--- src/sv/pidc_pkg.sv ---
package pidc_pkg;

    localparam int unsigned DATA_W = 32;
    localparam int unsigned DT_W   = 31;
    localparam int unsigned INTG_W = 48;
    localparam int unsigned PROD_W = 64;
    localparam int unsigned MOP_W  = 33;
    localparam int unsigned CIDX_W = 3;

    typedef logic [CIDX_W-1:0] t_cfg_idx;

    localparam t_cfg_idx CFG_KP    = 3'd0;
    localparam t_cfg_idx CFG_KI    = 3'd1;
    localparam t_cfg_idx CFG_KD    = 3'd2;
    localparam t_cfg_idx CFG_DT    = 3'd3;
    localparam t_cfg_idx CFG_FLOOR = 3'd4;
    localparam t_cfg_idx CFG_CEIL  = 3'd5;

    localparam logic signed [DATA_W-1:0] DATA_MAX = 32'sh7FFF_FFFF;
    localparam logic signed [DATA_W-1:0] DATA_MIN = 32'sh8000_0000;
    localparam logic [DT_W-1:0]          DT_RST   = 31'd65536;

    function automatic logic signed [DATA_W-1:0] f_sat32(input logic signed [PROD_W-1:0] x);
        logic [PROD_W-DATA_W:0] top;
        logic signed [DATA_W-1:0] res;
        top = x[PROD_W-1:DATA_W-1];
        if ((&top) || !(|top)) begin
            res = x[DATA_W-1:0];
        end else if (x[PROD_W-1]) begin
            res = DATA_MIN;
        end else begin
            res = DATA_MAX;
        end
        return res;
    endfunction

endpackage

--- src/sv/pidc_mul.sv ---
module pidc_mul (
    input  logic                                  i_clk,
    input  logic signed [pidc_pkg::MOP_W-1:0]     i_a,
    input  logic signed [pidc_pkg::MOP_W-1:0]     i_b,
    output logic signed [pidc_pkg::PROD_W-1:0]    o_prod
);

    logic signed [2*pidc_pkg::MOP_W-1:0] full;
    logic signed [pidc_pkg::PROD_W-1:0]  r_prod;

    assign full = i_a * i_b;

    always_ff @(posedge i_clk) begin
        r_prod <= full[pidc_pkg::PROD_W-1:0];
    end

    assign o_prod = r_prod;

endmodule

--- config.mk ---
export PLATFORM = sky130hd
export DESIGN_NAME = pidc_mul
export DESIGN_NICKNAME = d
export VERILOG_FILES = /design/src/sv/pidc_pkg.sv /design/src/sv/pidc_mul.sv
export SDC_FILE = /design/constraint.sdc
export NUM_CORES = 2
export LEC_CHECK = 0
export ABC_AREA = 1
export BUFFER_PORTS_ARGS = -buffer_cell sky130_fd_sc_hd__clkbuf_2
export CAP_MARGIN = 30
export CORE_UTILIZATION = 30
export CTS_CLUSTER_SIZE = 20
export DETAILED_ROUTE_END_ITERATION = 7
export GPL_TIMING_DRIVEN = 0
export SLEW_MARGIN = 20
export SYNTH_ARGS = -nofsm -noshare
export SYNTH_HDL_FRONTEND = slang
export SYNTH_SLANG_ARGS = --single-unit
export TNS_END_PERCENT = 50
--- constraint.sdc ---
create_clock -name i_clk -period 20.6 [get_ports i_clk]
set_input_delay 2.06 -clock i_clk [delete_from_list [all_inputs] [get_ports i_clk]]
set_output_delay 2.06 -clock i_clk [all_outputs]
set_load 0.01 [all_outputs]
### After elaboration in Yosys (flattened, before gate mapping)

Index checks and enable logic that the tools add are counted.

* bits in registers: 64
* latch bits: 0
* RAM bits: 0
* ROM bits: 0
* input bits: 67
* logic and storage cells: 2
* memories: 0

* add/sub/neg operators: 0
* multiply operators: 1
* div/mod/pow operators: 0
* magnitude comparators: 0
* eq/ne operators: 0
* shift operators: 0
* muxes and demuxes: 0
* bitwise logic cells: 0
* reductions and logical operators: 0

Operators with widths (number)
* 33-bit by 33-bit multiplier with 64-bit output: 1

### Depth between registers and ports, before layout

* word-level depth: 1
* gate-level depth with buffers: 32
* depth with buffers taken out: 30

### Worst setup path before layout

No wires, ideal clock.

* path type: input-to-reg
* start: input i_a[32] (netlist bit)
* end: register r_prod, in the netlist o_prod[50]
* setup time: 0.113 ns
* arrival time: 8.909 ns
* setup slack: 11.578 ns
* stages on the path: 26
* path buffers: 2
* path through: clkbuf_1 clkbuf_1 nand2_1 inv_1 fa_1 fa_1 fa_1 inv_1 fa_1 inv_1 fa_1 fa_1 fa_1 inv_1 fa_1 inv_1 ha_1 nand2_1 nor2_1 inv_1 nor3_2 nand2_1 nor3_2 nand2_1 nand4_1 nand2_1

* word-level cells in the longest chain between the ends: 1

Ends and longest elaborated chain
* from (decl): line pidc_mul.sv:3 `input logic signed [pidc_pkg::MOP_W-1:0] i_a,`
* 33-bit by 33-bit multiplier with 64-bit output: line pidc_mul.sv:11 `assign full = i_a * i_b;`
* net full (one bit): line pidc_mul.sv:8 `logic signed [2*pidc_pkg::MOP_W-1:0] full;`
* to (signal assigned): line pidc_mul.sv:14 `r_prod <= full[pidc_pkg::PROD_W-1:0];`
* to (decl): line pidc_mul.sv:9 `logic signed [pidc_pkg::PROD_W-1:0] r_prod;`

The timed path passes the listed nets, and every way through them passes these cells.

### Worst setup path in the final report

* start: input i_a[32] (netlist bit)
* end: register r_prod, in the netlist o_prod[63]

The elaborated chain is that of the path after synthesis.

==> metrics.md <==
| Metric | Value |
|---|---|
| Run status | complete, no violations |
| Vias after detailed routing | 33921 |
| Max cap viols | 0 |
| Post-synth top flop | dfxtp_1 |
| Number of enable flip-flop cells after synthesis | 0 |
| GRT overflow | 0 |
| Synth warnings | 0 |
| Layout cells sized above 1 | 0.03061 |
| Cell taking the most area after synthesis | fa_1 |
| Number of buffers created by CTS | 9 |
| WP buf/inv | 9 |
| Clock net sink count | 64 |
| Worst hold path class | in2reg |
| HPWL Detailed | 146900 um |
| Slew margin rel. | 0.2371 |
| Starting DRT DRC Count | 3131 |
| Detail Route Antenna Nets | 0 |
| Largest stage delay, worst path | 0.92 ns |
| Initial antenna violation count | 11 |
| DRT Wirelength | 164000 um |
| Core area | 138200 sq um |
| IO Port Bufs | 65 |
| Die Span Y | 376.3 um |
| Initial Utilization | 0.3043 |
| Count of pins over their slew limit | 0 |
| FMAX | 91.83 MHz |
| Final net count | 6856 |
| Syn Inst Count | 5349 |
| TritonCTS clock tree | done |
| Crit share post-route | 0.5286 |
| CP Data Required Time | 20.79 ns |
| Clk pin slew, worst setup/hold paths | 0.05 ns |
| Synth top area cells | fa_1 (54%), inv_1 (16%), nand2_1 (13%) |
| Setup Fix Bufs, Post-CTS | 0 |
| Ys async rst share | 0 |
| Worst-case clock buffer depth | 2 |
| Final worst path period need | 10.89 ns |
| Endpoints failing setup | 0 |
| DRT Pass-1 Iters | 6 |
| Ports | 131 |
| Critical path class | in2reg |
| Register area share after synthesis | 0.03048 |
| First-pass GRT wire length | 245200 um |
| Cells after DPL | 7298 |
| Cell Area, Synth | 42040 sq um |
| Worst setup margin | 9.710 ns |
| Cell Rows | ~140 |
| Area Growth Syn to Fin | 7.792% |
| Die width | between 300 and 400 um |
| GRT Total Usage | 0.2398 |
| Syn nets | 6753 |
| Mapped Avg Cell Area | 7.859 sq um |
| Family with the most delay on the worst path | adder cells |
| CP endpoint kind | flip-flop |
| Post-CTS sizing | 0 |
| Hold buffer count at CTS | 0 |
| Largest net degree at the start of global routing | 18 |
| WP data arrival | 11.08 ns |
| Number of flip-flops under the largest register name | 64 |
| Gpl congestion | 1.017 |
| RSZ-0062 raised after global routing | no |
| Fin. Hold Viols | 0 |
| Synth cell types | 32 |
| Setup_tns | 0 ns |
| Post-Layout Cell Count | 7323 |
| Die ar. | 141600 sq um |
| H-Tree Depth | 3 |
| Vias in the first global route | approximately 36000 |
| Startpoint types | primary input |
| Root Buffer Master | clkbuf_16 |
| Setup WS pre-CTS | 9.168 ns |
| Slowest-stage cell, CP | fa_1 |
| Crit path max fanout | 10 |
| Drt wl/cell | 22.40 um |
| Share of the synthesized area in the top cell type | 0.5357 |
| Most common cell in the synthesized netlist | inv_1 |
| CP most frequent cell | fa_1 |
| Drt drc | 0 |
| Tightest Pin Transition | 1.144 ns |
| Fin util | 0.3280 |
| Synth top cells by count | inv_1 (1799), nand2_1 (1431), fa_1 (1125) |
| Vias per cell | 4.632 |
| #FFs+latches synth | 64 |
[cell usage in the layout, fill, tap and decap left out, types with 20 or more instances in the layout]
cell type  synthesis  final
dfxtp_1           64     64
nand4_1           20     20
inv_1           1799   1799
a21oi_1           75     75
nand2_1         1431   1431
nand3_1           66     66
clkbuf_2           0     71
ha_1             212    212
o21ai_0           35     35
xor2_1            31     31
nor2_1           129    129
fa_1            1125   1125
clkbuf_1         261    255
[final cells by class]
| type | count | area (sq um) |
|---|---|---|
| fill | 14941 | 92860 |
| multi-input combinational | 3222 | 33010 |
| inverter | 1800 | 6756 |
| tap | 1863 | 2331 |
| sequential | 64 | 1281 |
| buffer | 263 | 997.2 |
| timing repair buffer | 92 | 663.1 |
| clock buffer | 10 | 239.0 |
| clock inverter | 4 | 22.52 |
| antenna | 5 | 12.51 |
[kinds of logic after synthesis]
logic type,after synthesis,synth area share
flops,64,0.03048
xor+xnor,36,0.007500
buf+inv,2063,0.1843
fa+ha+maj,1337,0.5988
simple gates,1706,0.1603
compound gates,143,0.01863
[worst paths after layout]
check    start         end  slack (ns)  cells past startpoint
max    i_a[32]  o_prod[63]        9.71                     28
min     i_a[0]   o_prod[0]        2.32                      3
[per-stage QoR]
stage	area [sq um]	hold WS, ns
final	45320	2.318
after global routing	45310	2.282
after CTS	45230	2.287
after detailed placement	44970	2.447
after global placement	44700	2.449
after floorplan	42040	2.324
[per-layer routing]
metal  routed length, um  vias up  track usage
met1               61970    17201       0.2963
met4               10320        6       0.1244
met3               15610      368      0.05016
met5                  41        -            0
li1                    -    14732            -
met2               76060     1614       0.3938
Power is left out: the tool's default activity adds up to more than one toggle a clock period on the data nets, which glitch-free logic cannot reach.
