File: config.mk
export PLATFORM = sky130hd
export DESIGN_NAME = pidc_div
export DESIGN_NICKNAME = d
export VERILOG_FILES = /design/src/sv/pidc_pkg.sv /design/src/sv/pidc_div.sv
export SDC_FILE = /design/constraint.sdc
export NUM_CORES = 1
export LEC_CHECK = 0
export ABC_AREA = 1
export BUFFER_PORTS_ARGS = -buffer_cell sky130_fd_sc_hd__buf_2
export CORE_MARGIN = 1.5
export CORE_UTILIZATION = 40
export CTS_BUF_LIST = sky130_fd_sc_hd__clkbuf_16
export CTS_CLUSTER_DIAMETER = 150
export DETAILED_ROUTE_END_ITERATION = 8
export GPL_TIMING_DRIVEN = 0
export MAX_ROUTING_LAYER = met4
export SLEW_MARGIN = 10
export SYNTH_ARGS = -nofsm -noshare
export SYNTH_HDL_FRONTEND = slang
export SYNTH_SLANG_ARGS = --single-unit
File: constraint.sdc
create_clock -name i_clk -period 9.4 [get_ports i_clk]
set_clock_uncertainty 0.1 [all_clocks]
set_input_delay 1.88 -clock i_clk [delete_from_list [all_inputs] [get_ports i_clk]]
set_output_delay 1.88 -clock i_clk [all_outputs]
set_load 0.02 [all_outputs]
File: src/sv/pidc_pkg.sv
package pidc_pkg;

    localparam int unsigned DATA_W = 32;
    localparam int unsigned DT_W   = 31;
    localparam int unsigned INTG_W = 48;
    localparam int unsigned PROD_W = 64;
    localparam int unsigned MOP_W  = 33;
    localparam int unsigned CIDX_W = 3;

    typedef logic [CIDX_W-1:0] t_cfg_idx;

    localparam t_cfg_idx CFG_KP    = 3'd0;
    localparam t_cfg_idx CFG_KI    = 3'd1;
    localparam t_cfg_idx CFG_KD    = 3'd2;
    localparam t_cfg_idx CFG_DT    = 3'd3;
    localparam t_cfg_idx CFG_FLOOR = 3'd4;
    localparam t_cfg_idx CFG_CEIL  = 3'd5;

    localparam logic signed [DATA_W-1:0] DATA_MAX = 32'sh7FFF_FFFF;
    localparam logic signed [DATA_W-1:0] DATA_MIN = 32'sh8000_0000;
    localparam logic [DT_W-1:0]          DT_RST   = 31'd65536;

    function automatic logic signed [DATA_W-1:0] f_sat32(input logic signed [PROD_W-1:0] x);
        logic [PROD_W-DATA_W:0] top;
        logic signed [DATA_W-1:0] res;
        top = x[PROD_W-1:DATA_W-1];
        if ((&top) || !(|top)) begin
            res = x[DATA_W-1:0];
        end else if (x[PROD_W-1]) begin
            res = DATA_MIN;
        end else begin
            res = DATA_MAX;
        end
        return res;
    endfunction

endpackage

File: src/sv/pidc_div.sv
module pidc_div (
    input  logic                                  i_clk,
    input  logic                                  i_rst_n,
    input  logic                                  i_start,
    input  logic signed [pidc_pkg::PROD_W-1:0]    i_num,
    input  logic [pidc_pkg::DT_W-1:0]             i_den,
    output logic                                  o_done,
    output logic signed [pidc_pkg::DATA_W-1:0]    o_quo
);

    localparam logic [1:0] D_IDLE = 2'd0;
    localparam logic [1:0] D_CHK  = 2'd1;
    localparam logic [1:0] D_RUN  = 2'd2;

    localparam int unsigned MAG_W = pidc_pkg::PROD_W - 1;
    localparam int unsigned QW    = pidc_pkg::DT_W;

    logic [1:0]                           r_state;
    logic                                 r_neg;
    logic [MAG_W-1:0]                     r_mag;
    logic [pidc_pkg::DATA_W-1:0]          r_rem;
    logic [QW-1:0]                        r_quo;
    logic [4:0]                           r_cnt;
    logic                                 r_done;
    logic signed [pidc_pkg::DATA_W-1:0]   r_res;

    logic [pidc_pkg::PROD_W-1:0]          num_abs;
    logic [pidc_pkg::DATA_W-1:0]          den_x;
    logic [pidc_pkg::DATA_W-1:0]          trial;
    logic                                 qbit;
    logic [pidc_pkg::DATA_W-1:0]          n_rem;
    logic [QW-1:0]                        n_quo;
    logic [pidc_pkg::DATA_W-1:0]          quo_x;

    assign num_abs = i_num[pidc_pkg::PROD_W-1] ? (-i_num) : i_num;
    assign den_x   = {1'b0, i_den};
    assign trial   = {r_rem[pidc_pkg::DATA_W-2:0], r_mag[QW-1]};
    assign qbit    = (trial >= den_x);
    assign n_rem   = qbit ? (trial - den_x) : trial;
    assign n_quo   = {r_quo[QW-2:0], qbit};
    assign quo_x   = {1'b0, n_quo};

    always_ff @(posedge i_clk) begin
        if (!i_rst_n) begin
            r_state <= D_IDLE;
            r_done  <= 1'b0;
        end else begin
            unique case (r_state)
                D_IDLE: begin
                    r_done <= 1'b0;
                    if (i_start) begin
                        r_neg   <= i_num[pidc_pkg::PROD_W-1];
                        r_mag   <= num_abs[MAG_W-1:0];
                        r_state <= D_CHK;
                    end
                end
                D_CHK: begin
                    if (r_mag[MAG_W-1:QW] >= den_x) begin
                        r_res   <= r_neg ? pidc_pkg::DATA_MIN : pidc_pkg::DATA_MAX;
                        r_done  <= 1'b1;
                        r_state <= D_IDLE;
                    end else begin
                        r_rem   <= r_mag[MAG_W-1:QW];
                        r_quo   <= '0;
                        r_cnt   <= 5'(QW - 1);
                        r_done  <= 1'b0;
                        r_state <= D_RUN;
                    end
                end
                D_RUN: begin
                    r_rem  <= n_rem;
                    r_quo  <= n_quo;
                    r_mag  <= r_mag << 1;
                    r_cnt  <= r_cnt - 5'd1;
                    r_done <= (r_cnt == '0);
                    if (r_cnt == '0) begin
                        r_res   <= r_neg ? (-quo_x) : quo_x;
                        r_state <= D_IDLE;
                    end
                end
                default: begin
                    r_done  <= 1'b0;
                    r_state <= D_IDLE;
                end
            endcase
        end
    end

    assign o_done = r_done;
    assign o_quo  = r_res;

endmodule

Word level (Yosys, flattened, before mapping):

Index checks and enable logic that the tools add are counted.
Widths: inputs -> output; s select.

* register bits: 165
* bits of input ports: 98

* add/subtract/negate cells: 4
* order comparisons: 2
* equality and inequality tests: 6
* muxes and demuxes: 21
* reductions and logical operators: 9

Operators by type and width (number)
* $mux 32: 4
* $mux 63: 2
* $pmux 63 s2: 1
* $ge 32x31->1: 2
* $pmux 32 s2: 1
* $neg 63->63: 1
* $mux 31: 2
* $pmux 31 s2: 1
* $pmux 30 s2: 1
* $neg 31->32: 1
* $sub 31x31->31: 1
* $mux 30: 1
* $pmux 5 s2: 1
* $reduce_and 3->1: 3
* $ne 2x2->1 const B: 4
* $mux 2: 3
* $pmux 2 s3: 1
* $logic_not 5->1: 1
* $mux 5: 1
* $sub 5x1->5 const B: 1
* $reduce_and 4->1: 1
* $reduce_bool 2->1: 2
* $eq 2x1->1 const B: 1
* $eq 2x2->1 const B: 1
* 4 further kinds: 4

Logic depth before layout (Yosys ltp):

* depth in word-level cells: 5
* depth in mapped cells: 24
* mapped depth without buffers: 24

Worst setup path after synthesis:

No wires, ideal clock.

* path type: input to register
* start point: in i_den[19] in the netlist's numbering
* end point: reg r_cnt[0] (enable)
* library setup time: 0.512 ns
* arrival: 6.035 ns
* slack: 2.754 ns
* cell stages on the path: 9
* path buffers: 0
* cell sequence: inv_1 > ha_1 > a21oi_1 > o21ai_0 > nand4_1 > o211ai_1 > a21oi_1 > nand4_1 > a21oi_1

* word-level cells in the longest chain between the ends: 3

RTL lines
* start: declaration: line pidc_div.sv:6 `input logic [pidc_pkg::DT_W-1:0] i_den,`
* $ge 32x31->1: line pidc_div.sv:58 `if (r_mag[MAG_W-1:QW] >= den_x) begin`
* $ne 2x2->1 (no source line)
* $reduce_and 3->1 (no source line)
* end signal: assignment: line pidc_div.sv:65 `r_cnt <= 5'(QW - 1);`
* end signal: assignment: line pidc_div.sv:74 `r_cnt <= r_cnt - 5'd1;`
* end: declaration: line pidc_div.sv:23 `logic [4:0] r_cnt;`

No other way between the ends.
A chain may end at the register's enable or synchronous reset.

Worst setup path in the final report:

* start point: in i_den[23] in the netlist's numbering
* end point: reg r_res (netlist bit o_quo[22]), data pin

* word-level cells in the longest chain between the ends: 5

RTL lines
* $ge 32x31->1: line pidc_div.sv:38 `assign qbit = (trial >= den_x);`
* $neg 31->32: line pidc_div.sv:77 `r_res <= r_neg ? (-quo_x) : quo_x;`
* $mux 32: line pidc_div.sv:77
* $mux 32: line pidc_div.sv:76 `if (r_cnt == '0) begin`
* $pmux 32 s2: line pidc_div.sv:48 `unique case (r_state)`
* end signal: assignment: line pidc_div.sv:59 `r_res <= r_neg ? pidc_pkg::DATA_MIN : pidc_pkg::DATA_MAX;`
* end signal: assignment: line pidc_div.sv:77
* end: declaration: line pidc_div.sv:25 `logic signed [pidc_pkg::DATA_W-1:0] r_res;`

No other way between the ends. The select of a mux whose other input is x is not followed.

==> impl_metrics.ini <==
[power_and_ir_drop]
clockPowerShare_pct = 22.7
internal_power_mw = 1.86
p_per_area_nw_per_um2 = 212
totalPowerFinal_mw = 3.18
p_leak_nw = 6.56
p_switching_mw = 1.32
swShare_pct = 41.4
seq_power_share_pct = 35.8
ir_drop_mv = 0.166
power_frac_comb_pct = 41.5

[routing]
wl_met3_um = 3060
drtPass1Iterations = 7
viasPerCell = 5.37
vias = 12551
drt-initial-drc-count = 1151
wl_um = 44800
top_layer_used = met4
ant_nets = 0
met2_length_um = 20000
route.detailed.wl_per_inst_um = 19.2
drc = 0
drt-met1-wl_um = 20500

[layout]
nets = 2055
drive_above_1_share_pct = 14.5
nFillCells = 3226
most-common-layout-cells = nand2_1 (416), inv_1 (224), nor2_1 (221)
mostFrequentLayoutCell = nand2_1
synthToLayoutAreaGrowth_pct = 15.1

[timing]
tns_ns = 0
setup_viol = 0
hold_slack_ns = 0.401
final-max-slew-violation-count = 0
hold_viol_final = 0
rsz0062_at_grt = no
slew_headroom_pct = 27.0
post-route-min-period_ns = 5.06
finalCritPeriodShare_pct = 53.8
max_slew.worst_pin.slew_ns = 1.10
max_freq_mhz = 198

[global_route]
grt_pass1_vias = 11928
grt_overflow = 0
grt_pass1_wl_um = 68200
grt_max_degree = 29
antenna_found_initial = 1
grt_usage_pct = 27.8

[yosys]
syn_area_um2 = 13000
synthTopCellsByArea = edfxtp_1 (37%), nand2_1 (12%), ha_1 (6.5%)
syn_nets = 1900
synth_cells = 1733
async_flop_share_pct = 0
synth_edf_count = 162
yosys_most_used_dff = edfxtp_1
avgSynthCellArea_um2 = 7.52
synth-seq-cells = 165
ys_types = 55
yosysSeqAreaShare_pct = 37.8
synth_warnings = 0
synth_top_area_share_pct = 37.3
synth_top_cell_by_area = edfxtp_1

[placed_design]
io_buffer_count = 130
gp_congestion = 1.02
hpwl_um = 36200

[floorplan]
initial_core_util_pct = 41.0
core_um2 = 31800
dieHeight_um = 183
std_cell_rows = 65
die_width_um = 183
pin_count = 131
die-area_um2 = 33700

[clock_network]
cts_tree = yes
root_buffer = clkbuf_16
clkTransAtPathRegs_ns = 0.07
htree_levels = 4
numCtsBuffers = 17
holdBufCountCts = 0
clock_sinks = 165
clock_latency_ns = 0.45
post_cts_resized = 0
clockBufferDepth = 2
cts_setup_buffers = 0

[worst_setup_path]
cp_data_arrival_time_ns = 5.15
crit_fanout = 7
crit_type = input pin to register
startpoint_type = input pin
cp_data_required_time_ns = 9.49
setup.worst_path.end_class = register

[status]
status = completed

[job]
maxCapViolCount = 0

[worst_hold_path]
hold_class = register to register
metrics by stage:
stage | worst slack [ns] | instances | area [um2] | util (%)
floorplan | 2.75 | 1733 | 13000 | -
global placement | 0.415 | 2298 | 14200 | 44.7
detailed placement | 3.91 | 2304 | 14400 | 45.3
CTS | 4.38 | 2336 | 15000 | 47.1
global route | 4.10 | 2337 | 15000 | 47.1
finish | 4.34 | 2337 | 15000 | 47.1
kinds of logic (layout without fill, tap and decap cells):
logic type / after synthesis / count (layout) / synth area share, %
fa+ha+maj: 69 / 69 / 6.68
other cells: 0 / 1 / 0
flops: 165 / 165 / 37.8
buf+inv: 274 / 442 / 8.63
xor+xnor: 58 / 58 / 3.90
simple gates: 891 / 891 / 30.2
compound gates: 276 / 276 / 12.7
final timing paths:
path | end | start | slack [ns] | depth (start not counted)
setup / recovery | o_quo[22]$_DFFE_PP_ | i_den[23] | 4.34 | 20
hold / removal | r_state[0]$_SDFFE_PN0P_ | r_state[0]$_SDFFE_PN0P_ | 0.40 | 2
setup reg to reg | o_quo[22]$_DFFE_PP_ | r_rem[22]$_DFFE_PP_ | 5.50 | 18
hold reg to reg | r_state[0]$_SDFFE_PN0P_ | r_state[0]$_SDFFE_PN0P_ | 0.40 | 2
routing by layer:
metal,vias to the layer above,GRT usage [%]
li1,6101,-
met1,5875,37.5
met2,504,42.9
met3,71,4.10
met4,0,9.38
met5,-,-
synthesized netlist by cell type, types with 9 or more instances:
| library cell | number |
|---|---|
| nand2_2 | 12 |
| o21ai_0 | 85 |
| nand4_1 | 50 |
| o21ai_2 | 13 |
| nor2_2 | 11 |
| a21oi_1 | 90 |
| nand3_1 | 90 |
| nand2_1 | 416 |
| xor2_1 | 38 |
| or2_2 | 12 |
| a21oi_2 | 13 |
| o21ai_1 | 32 |
| xnor2_1 | 20 |
| ha_1 | 68 |
| edfxtp_1 | 162 |
| nor2_1 | 221 |
| clkbuf_1 | 28 |
| inv_1 | 223 |
| nand3_2 | 9 |
| o21bai_1 | 9 |
| nor3_1 | 35 |
worst max-delay path: stages:
cell and delay (ns):
buf_2 0.07, inv_1 0.08, ha_1 0.41, a21oi_2 0.25, a21boi_4 0.23, nand2_2 0.08
a21oi_4 0.25, nand2_4 0.10, inv_2 0.24, ha_1 0.25, nand2_1 0.11, nor2_1 0.14
nand3_1 0.08, nand2_1 0.10, o21ai_1 0.12, a21oi_2 0.18, o21ai_1 0.14, nor2_2 0.13
o21ai_0 0.12, xor2_1 0.17
power groups by stage:
stage	Clock (mW)	Sequential, mW	Combinational, mW
floorplan	0	1.17	0.814
global placement	0	1.17	1.24
detailed placement	0	1.15	1.31
CTS	0.729	1.13	1.31
global route	0.758	1.15	1.45
finish	0.722	1.14	1.32
sequential cells by signal, summed over array words and instances, names as in the netlist:
name,flops
r_quo,30
r_mag,63
r_neg,1
o_quo,32
r_cnt,5
o_done,1
r_state,2
r_rem,31
area by class of cell:
class                   instances  area (um2)  area share, %
diodes                          1        2.50         0.0167
plain buffers                  48         277           1.84
clock buffers                  17         425           2.84
clock inverters                15         165           1.10
inverters                     226         848           5.66
multi-input cells            1294        7010           46.8
flip-flops and latches        165        4920           32.8
well taps                     435         544           3.63
repair buffers                136         793           5.29
(Power assumes the default switching activity.)
